--- config.mk ---
export PLATFORM = sky130hd
export DESIGN_NAME = touch_calibration_sample_collector_unit_flat
export DESIGN_NICKNAME = d
export VERILOG_FILES = /design/src/rtl/tcsc_pkg.sv /design/src/rtl/tcsc_req_if.sv /design/src/rtl/tcsc_rsp_if.sv /design/src/rtl/tcsc_front.sv /design/src/rtl/tcsc_fifo.sv /design/src/rtl/tcsc_div.sv /design/src/rtl/tcsc_back.sv /design/src/rtl/touch_calibration_sample_collector_unit.sv /design/src/flat_wrapper.sv
export SDC_FILE = /design/constraint.sdc
export NUM_CORES = 1
export LEC_CHECK = 0
export BUFFER_PORTS_ARGS = -buffer_cell sky130_fd_sc_hd__buf_4
export CORE_UTILIZATION = 50
export CTS_CLUSTER_DIAMETER = 100
export DETAILED_ROUTE_END_ITERATION = 8
export GPL_TIMING_DRIVEN = 0
export PLACE_DENSITY_LB_ADDON = 0.2
export SYNTH_ARGS = -nofsm -noshare
export SYNTH_HDL_FRONTEND = slang
export SYNTH_HIERARCHICAL = 1
export SYNTH_SLANG_ARGS = --single-unit
--- constraint.sdc ---
create_clock -name clock -period 8.1 [get_ports clock]
set_clock_uncertainty 0.15 [all_clocks]
set_input_delay 1.215 -clock clock [delete_from_list [all_inputs] [get_ports clock]]
set_output_delay 1.215 -clock clock [all_outputs]
set_load 0.03 [all_outputs]
--- src/rtl/tcsc_pkg.sv ---
// Shared constants, types and codes of the touch calibration sample collector.
`timescale 1ns / 1ps

package tcsc_pkg;

   // Run geometry
   localparam int POINTS      = 9;
   localparam int SAMPLES     = 3;
   localparam int SAMPLE_BITS = 12;

   // Field widths
   localparam int RAW_W    = 12;
   localparam int TIME_W   = 32;
   localparam int DEB_W    = 16;
   localparam int DEV_W    = 12;
   localparam int OUT_PT_W = 4;
   localparam int OUT_PS_W = 2;

   // Derived widths
   localparam int POINT_W = $clog2(POINTS + 1);
   localparam int CNT_W   = $clog2(SAMPLES + 1);
   localparam int SUM_W   = SAMPLE_BITS + $clog2(SAMPLES);
   localparam int CMP_W   = (SUM_W > DEV_W) ? SUM_W : DEV_W;
   localparam int STEP_W  = $clog2(SUM_W + 1);

   // Configuration port
   localparam int CSR_IDX_W  = 1;
   localparam int CSR_DATA_W = 16;
   localparam logic [CSR_IDX_W-1:0] CSR_DEBOUNCE = 1'd0;
   localparam logic [CSR_IDX_W-1:0] CSR_MAX_DEV  = 1'd1;
   localparam logic [DEB_W-1:0]     DEBOUNCE_RST = 16'd100;
   localparam logic [DEV_W-1:0]     MAX_DEV_RST  = 12'd200;

   // Queue between front and back
   localparam int QUEUE_DEPTH = 2;
   localparam int QPTR_W      = $clog2(QUEUE_DEPTH);
   localparam int QCNT_W      = $clog2(QUEUE_DEPTH + 1);

   typedef enum logic [1:0] {
      KIND_START,
      KIND_TOUCH,
      KIND_RELEASE
   } item_kind_type;

   typedef struct packed {
      item_kind_type          kind;
      logic [SAMPLE_BITS-1:0] sample_x;
      logic [SAMPLE_BITS-1:0] sample_y;
      logic [TIME_W-1:0]      now_ms;
   } item_type;

   typedef struct packed {
      logic     push;
      item_type item;
   } q_wr_type;

   typedef struct packed {
      logic     valid;
      item_type item;
   } q_rd_type;

   typedef struct packed {
      logic             start;
      logic [SUM_W-1:0] dividend;
      logic [CNT_W-1:0] divisor;
   } div_req_type;

   typedef struct packed {
      logic             done;
      logic [SUM_W-1:0] quotient;
   } div_rsp_type;

   typedef struct packed {
      logic [DEB_W-1:0] debounce_ms;
      logic [DEV_W-1:0] max_deviation;
   } cfg_type;

endpackage

--- src/rtl/tcsc_req_if.sv ---
// Request channel: touch samples and start commands.
`timescale 1ns / 1ps

interface tcsc_req_if;
   import tcsc_pkg::*;

   logic              valid;
   logic              ready;
   logic              action;
   logic [RAW_W-1:0]  raw_x;
   logic [RAW_W-1:0]  raw_y;
   logic              touch_valid;
   logic [TIME_W-1:0] now_ms;

   modport source (output valid, action, raw_x, raw_y, touch_valid, now_ms, input ready);
   modport sink   (input valid, action, raw_x, raw_y, touch_valid, now_ms, output ready);
endinterface

--- src/rtl/tcsc_rsp_if.sv ---
// Response channel: per-beat status of the collector.
`timescale 1ns / 1ps

interface tcsc_rsp_if;
   import tcsc_pkg::*;

   logic                valid;
   logic                ready;
   logic                complete;
   logic                accepted;
   logic                rejected_far;
   logic                active;
   logic [OUT_PT_W-1:0] point_index;
   logic [OUT_PS_W-1:0] point_samples;

   modport source (output valid, complete, accepted, rejected_far, active, point_index,
                   point_samples, input ready);
   modport sink   (input valid, complete, accepted, rejected_far, active, point_index,
                   point_samples, output ready);
endinterface

--- src/rtl/tcsc_front.sv ---
// Front stage: takes request beats, classifies them and pushes them into the queue.
`timescale 1ns / 1ps

module tcsc_front (
   input  logic              clock,
   input  logic              reset,
   tcsc_req_if.sink          req,
   input  logic              q_full,
   output tcsc_pkg::q_wr_type q_wr
);
   import tcsc_pkg::*;

   logic     valid_ff, valid_in;
   item_type item_ff, item_in;
   logic     beat;
   logic     push;

   assign push      = valid_ff && !q_full;
   assign req.ready = !valid_ff || !q_full;
   assign beat      = req.valid && req.ready;

   always_comb begin
      valid_in = valid_ff;
      item_in  = item_ff;
      if (push) begin
         valid_in = 1'b0;
      end
      if (beat) begin
         valid_in = 1'b1;
         if (req.action) begin
            item_in.kind = KIND_START;
         end else if (req.touch_valid) begin
            item_in.kind = KIND_TOUCH;
         end else begin
            item_in.kind = KIND_RELEASE;
         end
         item_in.sample_x = req.raw_x[SAMPLE_BITS-1:0];
         item_in.sample_y = req.raw_y[SAMPLE_BITS-1:0];
         item_in.now_ms   = req.now_ms;
      end
   end

   always_ff @(posedge clock) begin
      if (reset) begin
         valid_ff <= 1'b0;
      end else begin
         valid_ff <= valid_in;
      end
      item_ff <= item_in;
   end

   assign q_wr.push = push;
   assign q_wr.item = item_ff;

endmodule

--- src/rtl/tcsc_fifo.sv ---
// Short first-word-fall-through queue between front and back.
`timescale 1ns / 1ps

module tcsc_fifo (
   input  logic               clock,
   input  logic               reset,
   input  tcsc_pkg::q_wr_type q_wr,
   output logic               q_full,
   input  logic               q_pop,
   output tcsc_pkg::q_rd_type q_rd
);
   import tcsc_pkg::*;

   item_type           entries_ff [QUEUE_DEPTH];
   logic [QPTR_W-1:0]  wr_ptr_ff, wr_ptr_in;
   logic [QPTR_W-1:0]  rd_ptr_ff, rd_ptr_in;
   logic [QCNT_W-1:0]  count_ff, count_in;
   logic               do_push;
   logic               do_pop;

   assign q_full  = (count_ff == QCNT_W'(QUEUE_DEPTH));
   assign do_push = q_wr.push && !q_full;
   assign do_pop  = q_pop && (count_ff != '0);

   assign q_rd.valid = (count_ff != '0);
   assign q_rd.item  = entries_ff[rd_ptr_ff];

   always_comb begin
      wr_ptr_in = wr_ptr_ff;
      rd_ptr_in = rd_ptr_ff;
      count_in  = count_ff;
      if (do_push) begin
         wr_ptr_in = (wr_ptr_ff == QPTR_W'(QUEUE_DEPTH - 1)) ? '0 : wr_ptr_ff + 1'b1;
      end
      if (do_pop) begin
         rd_ptr_in = (rd_ptr_ff == QPTR_W'(QUEUE_DEPTH - 1)) ? '0 : rd_ptr_ff + 1'b1;
      end
      if (do_push && !do_pop) begin
         count_in = count_ff + 1'b1;
      end else if (do_pop && !do_push) begin
         count_in = count_ff - 1'b1;
      end
   end

   always_ff @(posedge clock) begin
      if (reset) begin
         wr_ptr_ff <= '0;
         rd_ptr_ff <= '0;
         count_ff  <= '0;
      end else begin
         wr_ptr_ff <= wr_ptr_in;
         rd_ptr_ff <= rd_ptr_in;
         count_ff  <= count_in;
      end
      if (do_push) begin
         entries_ff[wr_ptr_ff] <= q_wr.item;
      end
   end

endmodule

--- src/rtl/tcsc_div.sv ---
// Serial restoring divider, one quotient bit per cycle, for the running average.
`timescale 1ns / 1ps

module tcsc_div (
   input  logic                  clock,
   input  logic                  reset,
   input  tcsc_pkg::div_req_type div_req,
   output tcsc_pkg::div_rsp_type div_rsp
);
   import tcsc_pkg::*;

   logic              busy_ff, busy_in;
   logic              done_ff, done_in;
   logic [STEP_W-1:0] steps_ff, steps_in;
   logic [SUM_W-1:0]  quo_ff, quo_in;
   logic [CNT_W-1:0]  rem_ff, rem_in;
   logic [CNT_W-1:0]  divisor_ff, divisor_in;
   logic [CNT_W:0]    shifted;

   assign shifted = {rem_ff, quo_ff[SUM_W-1]};

   always_comb begin
      busy_in    = busy_ff;
      done_in    = 1'b0;
      steps_in   = steps_ff;
      quo_in     = quo_ff;
      rem_in     = rem_ff;
      divisor_in = divisor_ff;
      if (div_req.start) begin
         busy_in    = 1'b1;
         steps_in   = STEP_W'(SUM_W);
         quo_in     = div_req.dividend;
         rem_in     = '0;
         divisor_in = div_req.divisor;
      end else if (busy_ff) begin
         if (shifted >= {1'b0, divisor_ff}) begin
            rem_in = CNT_W'(shifted - {1'b0, divisor_ff});
            quo_in = {quo_ff[SUM_W-2:0], 1'b1};
         end else begin
            rem_in = shifted[CNT_W-1:0];
            quo_in = {quo_ff[SUM_W-2:0], 1'b0};
         end
         steps_in = steps_ff - 1'b1;
         if (steps_ff == STEP_W'(1)) begin
            busy_in = 1'b0;
            done_in = 1'b1;
         end
      end
   end

   always_ff @(posedge clock) begin
      if (reset) begin
         busy_ff <= 1'b0;
         done_ff <= 1'b0;
      end else begin
         busy_ff <= busy_in;
         done_ff <= done_in;
      end
      steps_ff   <= steps_in;
      quo_ff     <= quo_in;
      rem_ff     <= rem_in;
      divisor_ff <= divisor_in;
   end

   assign div_rsp.done     = done_ff;
   assign div_rsp.quotient = quo_ff;

endmodule

--- src/rtl/tcsc_back.sv ---
// Back stage: run state, debounce and deviation checks, per-point sums, result register.
`timescale 1ns / 1ps

module tcsc_back (
   input  logic                  clock,
   input  logic                  reset,
   input  tcsc_pkg::cfg_type     cfg,
   input  tcsc_pkg::q_rd_type    q_rd,
   output logic                  q_pop,
   output tcsc_pkg::div_req_type div_x_req,
   output tcsc_pkg::div_req_type div_y_req,
   input  tcsc_pkg::div_rsp_type div_x_rsp,
   input  tcsc_pkg::div_rsp_type div_y_rsp,
   tcsc_rsp_if.source            rsp
);
   import tcsc_pkg::*;

   typedef enum logic [1:0] {
      S_IDLE,
      S_EVAL,
      S_DIV
   } state_type;

   state_type          state_ff, state_in;
   item_type           item_ff, item_in;
   logic               running_ff, running_in;
   logic [POINT_W-1:0] point_ff, point_in;
   logic               prev_valid_ff, prev_valid_in;
   logic [TIME_W-1:0]  last_time_ff, last_time_in;
   logic [SUM_W-1:0]   sum_x_ff, sum_x_in;
   logic [SUM_W-1:0]   sum_y_ff, sum_y_in;
   logic [CNT_W-1:0]   cnt_ff, cnt_in;

   logic                out_valid_ff, out_valid_in;
   logic                out_complete_ff, out_complete_in;
   logic                out_accepted_ff, out_accepted_in;
   logic                out_far_ff, out_far_in;
   logic                out_active_ff, out_active_in;
   logic [OUT_PT_W-1:0] out_point_ff, out_point_in;
   logic [OUT_PS_W-1:0] out_samples_ff, out_samples_in;

   logic               live;
   logic [TIME_W-1:0]  gap;
   logic               start_div;
   logic               do_accept;
   logic               emit;
   logic               far;
   logic               complete;
   logic [CNT_W:0]     cnt_next;
   logic [POINT_W:0]   point_next;
   logic [CMP_W-1:0]   sx, sy, ax, ay, dx, dy, lim;

   assign live       = running_ff && (point_ff < POINT_W'(POINTS));
   assign gap        = item_ff.now_ms - last_time_ff;
   assign cnt_next   = {1'b0, cnt_ff} + 1'b1;
   assign point_next = {1'b0, point_ff} + 1'b1;

   // per-axis distance from the truncated average
   assign sx  = CMP_W'(item_ff.sample_x);
   assign sy  = CMP_W'(item_ff.sample_y);
   assign ax  = CMP_W'(div_x_rsp.quotient);
   assign ay  = CMP_W'(div_y_rsp.quotient);
   assign dx  = (sx > ax) ? sx - ax : ax - sx;
   assign dy  = (sy > ay) ? sy - ay : ay - sy;
   assign lim = CMP_W'(cfg.max_deviation);

   always_comb begin
      state_in        = state_ff;
      item_in         = item_ff;
      running_in      = running_ff;
      point_in        = point_ff;
      prev_valid_in   = prev_valid_ff;
      last_time_in    = last_time_ff;
      sum_x_in        = sum_x_ff;
      sum_y_in        = sum_y_ff;
      cnt_in          = cnt_ff;
      out_valid_in    = out_valid_ff;
      out_complete_in = out_complete_ff;
      out_accepted_in = out_accepted_ff;
      out_far_in      = out_far_ff;
      out_active_in   = out_active_ff;
      out_point_in    = out_point_ff;
      out_samples_in  = out_samples_ff;
      q_pop           = 1'b0;
      start_div       = 1'b0;
      do_accept       = 1'b0;
      emit            = 1'b0;
      far             = 1'b0;
      complete        = 1'b0;

      if (out_valid_ff && rsp.ready) begin
         out_valid_in = 1'b0;
      end

      case (state_ff)
         S_IDLE: begin
            if (q_rd.valid && !out_valid_ff) begin
               q_pop    = 1'b1;
               item_in  = q_rd.item;
               state_in = S_EVAL;
            end
         end
         S_EVAL: begin
            case (item_ff.kind)
               KIND_START: begin
                  running_in    = 1'b1;
                  point_in      = '0;
                  prev_valid_in = 1'b0;
                  last_time_in  = '0;
                  sum_x_in      = '0;
                  sum_y_in      = '0;
                  cnt_in        = '0;
                  emit          = 1'b1;
               end
               KIND_RELEASE: begin
                  if (live) begin
                     prev_valid_in = 1'b0;
                     last_time_in  = '0;
                  end
                  emit = 1'b1;
               end
               KIND_TOUCH: begin
                  if (live) begin
                     prev_valid_in = 1'b1;
                     if (!prev_valid_ff && (gap >= TIME_W'(cfg.debounce_ms))) begin
                        if (cnt_ff != '0) begin
                           start_div = 1'b1;
                           state_in  = S_DIV;
                        end else begin
                           do_accept = 1'b1;
                           emit      = 1'b1;
                        end
                     end else begin
                        emit = 1'b1;
                     end
                  end else begin
                     emit = 1'b1;
                  end
               end
               default: begin
                  emit = 1'b1;
               end
            endcase
         end
         S_DIV: begin
            if (div_x_rsp.done && div_y_rsp.done) begin
               far       = (dx > lim) || (dy > lim);
               do_accept = !far;
               emit      = 1'b1;
            end
         end
         default: begin
            state_in = S_IDLE;
         end
      endcase

      if (do_accept) begin
         last_time_in = item_ff.now_ms;
         if (cnt_next >= (CNT_W + 1)'(SAMPLES)) begin
            // point done: next point starts with empty sums
            point_in = point_next[POINT_W-1:0];
            cnt_in   = '0;
            sum_x_in = '0;
            sum_y_in = '0;
            if (point_next >= (POINT_W + 1)'(POINTS)) begin
               complete   = 1'b1;
               running_in = 1'b0;
            end
         end else begin
            cnt_in   = cnt_next[CNT_W-1:0];
            sum_x_in = sum_x_ff + SUM_W'(item_ff.sample_x);
            sum_y_in = sum_y_ff + SUM_W'(item_ff.sample_y);
         end
      end

      if (emit) begin
         state_in        = S_IDLE;
         out_valid_in    = 1'b1;
         out_complete_in = complete;
         out_accepted_in = do_accept;
         out_far_in      = far;
         out_active_in   = running_in;
         out_point_in    = OUT_PT_W'(point_in);
         out_samples_in  = (point_in < POINT_W'(POINTS)) ? OUT_PS_W'(cnt_in) : '0;
      end
   end

   always_ff @(posedge clock) begin
      if (reset) begin
         state_ff      <= S_IDLE;
         running_ff    <= 1'b0;
         point_ff      <= '0;
         prev_valid_ff <= 1'b0;
         last_time_ff  <= '0;
         sum_x_ff      <= '0;
         sum_y_ff      <= '0;
         cnt_ff        <= '0;
         out_valid_ff  <= 1'b0;
      end else begin
         state_ff      <= state_in;
         running_ff    <= running_in;
         point_ff      <= point_in;
         prev_valid_ff <= prev_valid_in;
         last_time_ff  <= last_time_in;
         sum_x_ff      <= sum_x_in;
         sum_y_ff      <= sum_y_in;
         cnt_ff        <= cnt_in;
         out_valid_ff  <= out_valid_in;
      end
      item_ff         <= item_in;
      out_complete_ff <= out_complete_in;
      out_accepted_ff <= out_accepted_in;
      out_far_ff      <= out_far_in;
      out_active_ff   <= out_active_in;
      out_point_ff    <= out_point_in;
      out_samples_ff  <= out_samples_in;
   end

   assign div_x_req.start    = start_div;
   assign div_x_req.dividend = sum_x_ff;
   assign div_x_req.divisor  = cnt_ff;
   assign div_y_req.start    = start_div;
   assign div_y_req.dividend = sum_y_ff;
   assign div_y_req.divisor  = cnt_ff;

   assign rsp.valid         = out_valid_ff;
   assign rsp.complete      = out_complete_ff;
   assign rsp.accepted      = out_accepted_ff;
   assign rsp.rejected_far  = out_far_ff;
   assign rsp.active        = out_active_ff;
   assign rsp.point_index   = out_point_ff;
   assign rsp.point_samples = out_samples_ff;

`ifndef SYNTHESIS
   a_far_not_taken: assert property (@(posedge clock) disable iff (reset)
      out_valid_ff |-> !(out_accepted_ff && out_far_ff))
      else $error("far sample reported as accepted");

   a_complete_stops: assert property (@(posedge clock) disable iff (reset)
      (out_valid_ff && out_complete_ff) |-> (out_accepted_ff && !out_active_ff))
      else $error("completion without accept or with run still active");

   a_one_in_flight: assert property (@(posedge clock) disable iff (reset)
      (state_ff != S_IDLE) |-> !out_valid_ff)
      else $error("result pending while an item is being worked");

   a_count_range: assert property (@(posedge clock) disable iff (reset)
      {1'b0, cnt_ff} < (CNT_W + 1)'(SAMPLES))
      else $error("sample count reached point size without advancing");

   a_running_point: assert property (@(posedge clock) disable iff (reset)
      running_ff |-> (point_ff < POINT_W'(POINTS)))
      else $error("run active past the last point");
`endif

endmodule

--- src/rtl/touch_calibration_sample_collector_unit.sv ---
// Top level of the touch calibration sample collector.
`timescale 1ns / 1ps

// Collects touch-panel samples for a calibration run over POINTS targets,
// SAMPLES accepted samples per target. A start beat clears the run and begins
// at point 0; during a run only rising edges of touch_valid count, gated by the
// debounce time and, from the second sample of a point on, by the distance of
// each axis from the truncated running average. Every request beat returns
// exactly one response beat. Flow: a beat is registered in the front stage,
// then sits in a two-entry queue; the back pops it into its item register
// and answers from its response register for starts, releases, held or
// debounced touches and the first sample of a point. A sample that needs the
// deviation check first runs the two serial dividers (x and y in parallel,
// one quotient bit per cycle, SUM_W = 14 steps). The back works one beat at
// a time and pops only once the response register is empty; the front and
// queue keep taking beats meanwhile until both are full. Configuration writes
// (debounce_ms at index 0, max_deviation at index 1) take effect on the next
// cycle and are meant to be made while no beat is in flight. No memory
// clearing is needed after reset: only the current point's sums are kept.

module touch_calibration_sample_collector_unit (
   input  logic                               clock,
   input  logic                               reset,
   tcsc_req_if.sink                           req_bus,
   tcsc_rsp_if.source                         rsp_bus,
   input  logic                               csr_we,
   input  logic [tcsc_pkg::CSR_IDX_W-1:0]     csr_index,
   input  logic [tcsc_pkg::CSR_DATA_W-1:0]    csr_wdata
);
   import tcsc_pkg::*;

   // configuration registers
   logic [DEB_W-1:0] debounce_ff, debounce_in;
   logic [DEV_W-1:0] max_dev_ff, max_dev_in;
   cfg_type          cfg;

   q_wr_type    q_wr;
   q_rd_type    q_rd;
   logic        q_full;
   logic        q_pop;
   div_req_type div_x_req, div_y_req;
   div_rsp_type div_x_rsp, div_y_rsp;

   always_comb begin
      debounce_in = debounce_ff;
      max_dev_in  = max_dev_ff;
      if (csr_we) begin
         case (csr_index)
            CSR_DEBOUNCE: debounce_in = csr_wdata[DEB_W-1:0];
            CSR_MAX_DEV:  max_dev_in  = csr_wdata[DEV_W-1:0];
            default: begin
               debounce_in = debounce_ff;
            end
         endcase
      end
   end

   always_ff @(posedge clock) begin
      if (reset) begin
         debounce_ff <= DEBOUNCE_RST;
         max_dev_ff  <= MAX_DEV_RST;
      end else begin
         debounce_ff <= debounce_in;
         max_dev_ff  <= max_dev_in;
      end
   end

   assign cfg.debounce_ms   = debounce_ff;
   assign cfg.max_deviation = max_dev_ff;

   // front: accept and classify beats
   tcsc_front u_front (
      .clock  (clock),
      .reset  (reset),
      .req    (req_bus),
      .q_full (q_full),
      .q_wr   (q_wr)
   );

   // queue decoupling front from back
   tcsc_fifo u_fifo (
      .clock  (clock),
      .reset  (reset),
      .q_wr   (q_wr),
      .q_full (q_full),
      .q_pop  (q_pop),
      .q_rd   (q_rd)
   );

   // running-average dividers, one per axis
   tcsc_div u_div_x (
      .clock   (clock),
      .reset   (reset),
      .div_req (div_x_req),
      .div_rsp (div_x_rsp)
   );

   tcsc_div u_div_y (
      .clock   (clock),
      .reset   (reset),
      .div_req (div_y_req),
      .div_rsp (div_y_rsp)
   );

   // back: run state, checks, sums and response register
   tcsc_back u_back (
      .clock     (clock),
      .reset     (reset),
      .cfg       (cfg),
      .q_rd      (q_rd),
      .q_pop     (q_pop),
      .div_x_req (div_x_req),
      .div_y_req (div_y_req),
      .div_x_rsp (div_x_rsp),
      .div_y_rsp (div_y_rsp),
      .rsp       (rsp_bus)
   );

endmodule

--- src/flat_wrapper.sv ---
// flat-port wrapper written by rule: the top's interface ports become plain ports
module touch_calibration_sample_collector_unit_flat import tcsc_pkg::*;
  (clock, reset, csr_we, csr_index, csr_wdata, req_bus_valid, req_bus_action, req_bus_raw_x, req_bus_raw_y, req_bus_touch_valid, req_bus_now_ms, req_bus_ready, rsp_bus_valid, rsp_bus_complete, rsp_bus_accepted, rsp_bus_rejected_far, rsp_bus_active, rsp_bus_point_index, rsp_bus_point_samples, rsp_bus_ready);
  tcsc_req_if req_bus_i ();
  tcsc_rsp_if rsp_bus_i ();
  input  logic clock;
  input  logic reset;
  input  logic csr_we;
  input  logic [tcsc_pkg::CSR_IDX_W-1:0] csr_index;
  input  logic [tcsc_pkg::CSR_DATA_W-1:0] csr_wdata;
  input wire logic [$bits(req_bus_i.valid)-1:0] req_bus_valid;
  input wire logic [$bits(req_bus_i.action)-1:0] req_bus_action;
  input wire logic [$bits(req_bus_i.raw_x)-1:0] req_bus_raw_x;
  input wire logic [$bits(req_bus_i.raw_y)-1:0] req_bus_raw_y;
  input wire logic [$bits(req_bus_i.touch_valid)-1:0] req_bus_touch_valid;
  input wire logic [$bits(req_bus_i.now_ms)-1:0] req_bus_now_ms;
  output wire logic [$bits(req_bus_i.ready)-1:0] req_bus_ready;
  output wire logic [$bits(rsp_bus_i.valid)-1:0] rsp_bus_valid;
  output wire logic [$bits(rsp_bus_i.complete)-1:0] rsp_bus_complete;
  output wire logic [$bits(rsp_bus_i.accepted)-1:0] rsp_bus_accepted;
  output wire logic [$bits(rsp_bus_i.rejected_far)-1:0] rsp_bus_rejected_far;
  output wire logic [$bits(rsp_bus_i.active)-1:0] rsp_bus_active;
  output wire logic [$bits(rsp_bus_i.point_index)-1:0] rsp_bus_point_index;
  output wire logic [$bits(rsp_bus_i.point_samples)-1:0] rsp_bus_point_samples;
  input wire logic [$bits(rsp_bus_i.ready)-1:0] rsp_bus_ready;
  assign req_bus_i.valid = req_bus_valid;
  assign req_bus_i.action = req_bus_action;
  assign req_bus_i.raw_x = req_bus_raw_x;
  assign req_bus_i.raw_y = req_bus_raw_y;
  assign req_bus_i.touch_valid = req_bus_touch_valid;
  assign req_bus_i.now_ms = req_bus_now_ms;
  assign req_bus_ready = req_bus_i.ready;
  assign rsp_bus_valid = rsp_bus_i.valid;
  assign rsp_bus_complete = rsp_bus_i.complete;
  assign rsp_bus_accepted = rsp_bus_i.accepted;
  assign rsp_bus_rejected_far = rsp_bus_i.rejected_far;
  assign rsp_bus_active = rsp_bus_i.active;
  assign rsp_bus_point_index = rsp_bus_i.point_index;
  assign rsp_bus_point_samples = rsp_bus_i.point_samples;
  assign rsp_bus_i.ready = rsp_bus_ready;
  touch_calibration_sample_collector_unit u_core (.clock(clock), .reset(reset), .req_bus(req_bus_i), .rsp_bus(rsp_bus_i), .csr_we(csr_we), .csr_index(csr_index), .csr_wdata(csr_wdata));
endmodule
==> results of run 1 <==
layout make-up:
class / instances / area, sq um
inverter: 165 / 619.3
sequential: 395 / 10650
clock inverter: 22 / 305.3
clock buffer: 56 / 1207
timing repair buffer: 95 / 770.7
buffer: 75 / 427.9
fill: 3441 / 17170
tap: 532 / 665.6
multi-input combinational: 1234 / 9385
per-layer routing:
| metal | vias up | share of wire (%) | track usage [%] |
|---|---|---|---|
| li1 | 7039 | - | - |
| met1 | 6939 | 44 | 27.35 |
| met2 | 257 | 50 | 39.45 |
| met3 | 82 | 3.7 | 2.965 |
| met4 | 2 | 3.0 | 8.441 |
| met5 | - | 0.032 | 0 |
logic make-up after synthesis:
group	Yosys count	share of synthesized area [%]
mux	156	7.965
simple gates	458	11.67
buf+inv	240	4.971
xor+xnor	65	2.703
compound gates	390	12.09
fa+ha+maj	165	10.05
flops	395	50.56
sequential cells by signal, indices dropped and copies added (netlist names), 4 cells and up, named ones only:
signal and cells:
u_core/u_back/last_time_ff 32, u_core/u_div_y/steps_ff 4, u_core/debounce_ff 16, u_core/u_front/q_wr 58, u_core/u_div_y/quo_ff 14, u_core/u_fifo/entries_ff 116
u_core/max_dev_ff 12, u_core/u_back/sum_y_ff 14, u_core/u_back/rsp.point_index 4, u_core/u_back/sum_x_ff 14, u_core/u_back/item_ff 58, u_core/u_back/point_ff 4
u_core/u_div_x/quo_ff 14, u_core/u_div_x/steps_ff 4
power by group:
part	switching, mW	total, mW	internal [mW]
combinational	1.64	2.80	1.17
clock	0.782	2.06	1.28
sequential	0.197	2.72	2.53
per-stage QoR:
stage               area (sq um)  std cells  hold WS (ns)  utilization, %
global route               24030       2574        0.2990           58.33
global placement           22410       2492        0.2728           54.40
CTS                        24030       2574        0.2943           58.33
finish                     24030       2574        0.2905           58.33
floorplan                  21070       1869        0.2715               -
detailed placement         22520       2496        0.2800           54.66
cell usage after synthesis, types with 13 or more instances:
cell	count
a21oi_1	116
nor3_1	13
nand4_1	18
o31ai_1	21
nor2b_1	18
buf_2	23
xor2_1	27
nand2_1	74
mux2_2	87
nor2_1	145
a21o_1	37
buf_4	13
ha_1	158
o21ai_0	70
o21ai_1	14
mux2i_1	66
a31oi_1	13
edfxtp_1	274
inv_1	165
o21a_1	15
xnor2_1	38
nand3_1	42
nand2b_1	50
clkbuf_1	28
dfxtp_1	121
and2_1	14
path summary, 6_finish.rpt:
check,cells after the start,to,slack [ns],start
min reg2reg,0,u_core/u_fifo/entries_ff[1][5],0.29,u_core/u_front/q_wr[5]
min,0,u_core/u_fifo/entries_ff[1][5],0.29,u_core/u_front/q_wr[5]
max,25,u_core/u_back/rsp.point_samples[0],1.44,u_core/u_back/item_ff[44]
max reg2reg,25,u_core/u_back/rsp.point_samples[0],1.44,u_core/u_back/item_ff[44]
==> flow_metrics.env, run 1 <==
export IMPL_ys_seq_area_share_pct=50.56
export IMPL_ctsHoldBuffers=0
export IMPL_syn2layout_area_growth_pct=14.08
export IMPL_ios=92
export IMPL_finalWorstSetupSlack_ns=1.440
export IMPL_htreeDepth=2
export IMPL_synth_edf_count=274
export IMPL_finalPower_mw=7.587
export IMPL_grt_pass1_vias=14530
export IMPL_p_leak_nw=9.593
export IMPL_globalplace_congestion=0.9264
export IMPL_wl_per_cell_um=18.39
export IMPL_synth_distinct_cells=92
export IMPL_critPathKind="reg -> reg"
export IMPL_synth_area_leaders="edfxtp_1 39%, dfxtp_1 11%, ha_1 9.4%"
export IMPL_vdd_drop_max_uv=226.5
export IMPL_dp_hpwl_mm=36.04
export IMPL_clk_pin_slew_worst_paths_ns=0.06
export IMPL_cpMostUsedCell="o21ai_0"
export IMPL_worstMarginPinSlew_ns=0.9252
export IMPL_grt_ovfl_total=0
export IMPL_wirelength_mm=47.34
export IMPL_final_nets=2253
export IMPL_clock_latency_ns=0.56
export IMPL_grt_pass1_wl_mm=75.31
export IMPL_drc_errors=0
export IMPL_cts_root_buf="clkbuf_16"
export IMPL_synthFlopType="edfxtp_1"
export IMPL_grt_max_degree=59
export IMPL_diodes=0
export IMPL_first_iter_violations=702
export IMPL_setup_violations=0
export IMPL_mostFrequentLayoutCell="edfxtp_1"
export IMPL_maxCapViolations=0
export IMPL_vias_per_cell=5.563
export IMPL_async_reset_ff_share_pct=0
export IMPL_synth_area_sq_um=21070
export IMPL_path_max_fanout=10
export IMPL_syn_nets=2114
export IMPL_post_cts_buffers=0
export IMPL_crit_buf_inv=5
export IMPL_yosys_area_top_type="edfxtp_1"
export IMPL_final_cell_mix="274 x edfxtp_1, 164 x inv_1, 158 x ha_1, 144 x nor2_1, 121 x dfxtp_1"
export IMPL_via_count=14320
export IMPL_crit_path_max_incr_delay_ns=0.64
export IMPL_drive_above_1_share_pct=16.99
export IMPL_syn_inst=1869
export IMPL_maxSlewHeadroom_pct=38.32
export IMPL_ys_ff_latch=395
export IMPL_cellPowerDensity_nw_per_um2=315.7
export IMPL_rows=74
export IMPL_cts_buffers_inserted=42
export IMPL_max_freq_ghz=0.1501
export IMPL_globalRouteTotalUtil_pct=22.18
export IMPL_rsz0062_at_grt="no"
export IMPL_cts_tree="done"
export IMPL_place_ws_ns=1.512
export IMPL_end_kind="flip-flop"
export IMPL_ys_warnings_count=6
export IMPL_drtAntennaViolNets=0
export IMPL_min_period_over_period_pct=82.23
export IMPL_die_w_um=207.3
export IMPL_start_util_pct=51.13
export IMPL_antenna_found_initial=1
export IMPL_first_pass_iters=5
export IMPL_cp_start_kind="flip-flop"
export IMPL_status="completed"
export IMPL_dieArea_sq_um=42950
export IMPL_core_sq_um=41200
export IMPL_final_hold_violation_count=0
export IMPL_layout_min_cycle_time_ns=6.660
export IMPL_syn_area_per_cell_sq_um=11.27
export IMPL_numClockSinks=395
export IMPL_setup_tns_ns=0
export IMPL_die_h_um=207.3
export IMPL_cts_buffer_depth=3
export IMPL_worst_ep_arrival_time_ns=6.80
export IMPL_yosysTopAreaCellShare_pct=39.06
export IMPL_slowest_stage="nor4b_4"
export IMPL_port_buffers=91
export IMPL_cp_required_ns=8.24
export IMPL_hp_class="reg -> reg"
export IMPL_final_max_slew_viol_count=0
export IMPL_critPathTopFamily="compound AO/OA/AOI/OAI gates"
export IMPL_ctsResizeCount=0
(Power assumes the default switching activity.)
==> run 2, diff against run 1 <==
==> constraint.sdc (replaced) <==
create_clock -name clock -period 6.85 [get_ports clock]
set_clock_uncertainty 0.15 [all_clocks]
set_input_delay 1.0275 -clock clock [delete_from_list [all_inputs] [get_ports clock]]
set_output_delay 1.0275 -clock clock [all_outputs]
set_load 0.03 [all_outputs]
==> run 2 against run 1 <==
Effect of this change:
- fmax grew 3.4%
- global-route usage is the same
- non-clock buffer count grew 3
- critical endpoint unchanged
- sequential cell count is the same
- critical path type unchanged
- power grew 18%
- die area is the same
==> flow_metrics.env, run 2 (synthesis gave the netlist of run 1 again) <==
export IMPL_rsz0062_at_grt="no"
export IMPL_max_freq_ghz=0.1552
export IMPL_p_leak_nw=9.609
export IMPL_setup_tns_ns=0
export IMPL_final_hold_violation_count=0
export IMPL_whs_path_depth=0
export IMPL_finish_utilization_pct=58.38
export IMPL_status="completed"
export IMPL_maxCapViolations=0
export IMPL_r2r_end="u_core/u_back/rsp.point_samples[0]"
export IMPL_path_max_fanout=10
export IMPL_final_nets=2256
export IMPL_cts_buffer_depth=3
export IMPL_cts_root_buf="clkbuf_16"
export IMPL_final_cell_mix="274 x edfxtp_1, 164 x inv_1, 158 x ha_1, 144 x nor2_1, 121 x dfxtp_1"
export IMPL_startpoint="u_core/u_back/item_ff[44]"
export IMPL_grt_ovfl_total=0
export IMPL_die_w_um=207.3
export IMPL_syn2layout_area_growth_pct=14.19
export IMPL_drtAntennaViolNets=0
export IMPL_cpMostUsedCell="o21ai_0"
export IMPL_drc_errors=0
export IMPL_cp_required_ns=6.99
export IMPL_start_util_pct=51.13
export IMPL_hold_end="u_core/u_fifo/entries_ff[1][5]"
export IMPL_ios=92
export IMPL_r2r_slack_ns=0.41
export IMPL_wirelength_mm=47.40
export IMPL_cp_start_kind="flip-flop"
export IMPL_ctsResizeCount=0
export IMPL_numClockSinks=395
export IMPL_clock_latency_ns=0.56
export IMPL_nFillCells=3440
export IMPL_fin_area_sq_um=24050
export IMPL_drive_above_1_share_pct=17.11
export IMPL_first_iter_violations=725
export IMPL_mostFrequentLayoutCell="edfxtp_1"
export IMPL_port_buffers=91
export IMPL_place_ws_ns=0.2619
export IMPL_clk_pin_slew_worst_paths_ns=0.06
export IMPL_grt_pass1_vias=14530
export IMPL_ff2ff_path_depth=27
export IMPL_largest_register="u_core/u_fifo/entries_ff"
export IMPL_final_max_slew_viol_count=0
export IMPL_grt_max_degree=59
export IMPL_critPathTopFamily="simple AND/OR/NAND/NOR gates"
export IMPL_slowest_stage="or4_1"
export IMPL_vdd_drop_max_uv=267.9
export IMPL_die_h_um=207.3
export IMPL_grt_pass1_wl_mm=75.31
export IMPL_rows=74
export IMPL_min_from="u_core/u_front/q_wr[5]"
export IMPL_end_kind="flip-flop"
export IMPL_vias_per_cell=5.549
export IMPL_min_period_over_period_pct=94.08
export IMPL_cts_tree="done"
export IMPL_worst_ep_arrival_time_ns=6.59
export IMPL_layout_min_cycle_time_ns=6.444
export IMPL_antenna_found_initial=1
export IMPL_dp_hpwl_mm=36.04
export IMPL_cts_buffers_inserted=42
export IMPL_maxSlewHeadroom_pct=39.36
export IMPL_crit_path_max_incr_delay_ns=0.53
export IMPL_core_sq_um=41200
export IMPL_wl_per_cell_um=18.39
export IMPL_crit_buf_inv=5
export IMPL_dieArea_sq_um=42950
export IMPL_hp_class="reg -> reg"
export IMPL_place_area_sq_um=22520
export IMPL_globalRouteTotalUtil_pct=22.18
export IMPL_setup_violations=0
export IMPL_via_count=14300
export IMPL_cellPowerDensity_nw_per_um2=372.9
export IMPL_largest_register_ffs=116
export IMPL_first_pass_iters=5
export IMPL_reg2reg_from="u_core/u_back/item_ff[44]"
export IMPL_worstMarginPinSlew_ns=0.9097
export IMPL_critPathKind="reg -> reg"
export IMPL_globalplace_congestion=0.9264
export IMPL_finalWorstSetupSlack_ns=0.4058
export IMPL_htreeDepth=2
export IMPL_diodes=0
run 2: changes by cell type in the layout (fill, tap and decap cells not counted):
cell   previous run  this run
buf_4           104       107
run 2: repair_timing:
action | 4_1_cts | 5_1_grt
endpoints found under the setup margin | 0 | 6
buffers inserted | 0 | 3
hold buffers | 0 | 0
endpoints found under the hold margin | 0 | 0
run 2: power breakdown:
part	total [mW]	switching [mW]	internal, mW	leakage, nW
logic	3.31	1.94	1.38	5.34
clock network	2.44	0.925	1.51	0.730
registers	3.22	0.234	2.99	3.53
run 2: metal layers:
metal	part of all wire [%]	track usage [%]	wire length, um
met1	44	27.35	20780
met2	50	39.45	23640
met3	3.3	2.965	1572
met4	2.9	8.441	1387
met5	0.032	0	15
run 2: worst reg2reg max path, stage by stage, from the launching register on:
cell and delay, ns:
edfxtp_1 0.47, inv_1 0.09, ha_1 0.16, inv_1 0.05, fa_1 0.39, a21o_1 0.20
a21oi_1 0.23, o21ai_0 0.17, a21oi_2 0.26, nor2_4 0.11, mux2_2 0.35, a21oi_1 0.26
nor2_1 0.07, o21ai_0 0.19, nand3_1 0.11, xor2_1 0.17, ha_1 0.30, nand4_1 0.14
or4_1 0.53, o21ai_0 0.23, nand4_1 0.28, nor4b_4 0.32, buf_4 0.18, a21oi_2 0.06
buf_4 0.21, buf_6 0.18, mux2i_1 0.23, nor2_1 0.09
run 2: metrics by stage:
| step | hold WS (ns) | power (mW) | instances |
|---|---|---|---|
| 5_1_grt | 0.2990 | 9.544 | 2577 |
| 2_1_floorplan | 0.2715 | 5.631 | 1869 |
| 4_1_cts | 0.2943 | 9.042 | 2574 |
| 6_report | 0.2906 | 8.971 | 2577 |
| 3_5_place_dp | 0.2800 | 6.564 | 2496 |
| 3_3_place_gp | 0.2728 | 6.473 | 2492 |
run 2: worst max path at each step:
stage / to / depth (start not counted) / slack [ns]
after floorplan: u_core/u_back/rsp.point_index[3] / 25 / 1.50
after global placement: u_core/u_fifo/count_ff[1] / 7 / 0.02
after detailed placement: u_core/u_back/rsp.point_samples[0] / 26 / 0.26
after CTS: u_core/u_back/rsp.point_samples[0] / 26 / 0.22
after global routing: u_core/u_back/rsp.point_samples[0] / 25 / 0.13
final: u_core/u_back/rsp.point_samples[0] / 27 / 0.41
run 2: area by class of cell:
class / count / area, sq um / area share (%)
Buffer: 75 / 427.9 / 1.779
Clock buffer: 56 / 1207 / 5.020
Clock inverter: 22 / 305.3 / 1.269
Inverter: 165 / 619.3 / 2.575
Multi-Input combinational cell: 1234 / 9385 / 39.02
Sequential cell: 395 / 10650 / 44.28
Tap cell: 532 / 665.6 / 2.767
Timing Repair Buffer: 98 / 793.3 / 3.298
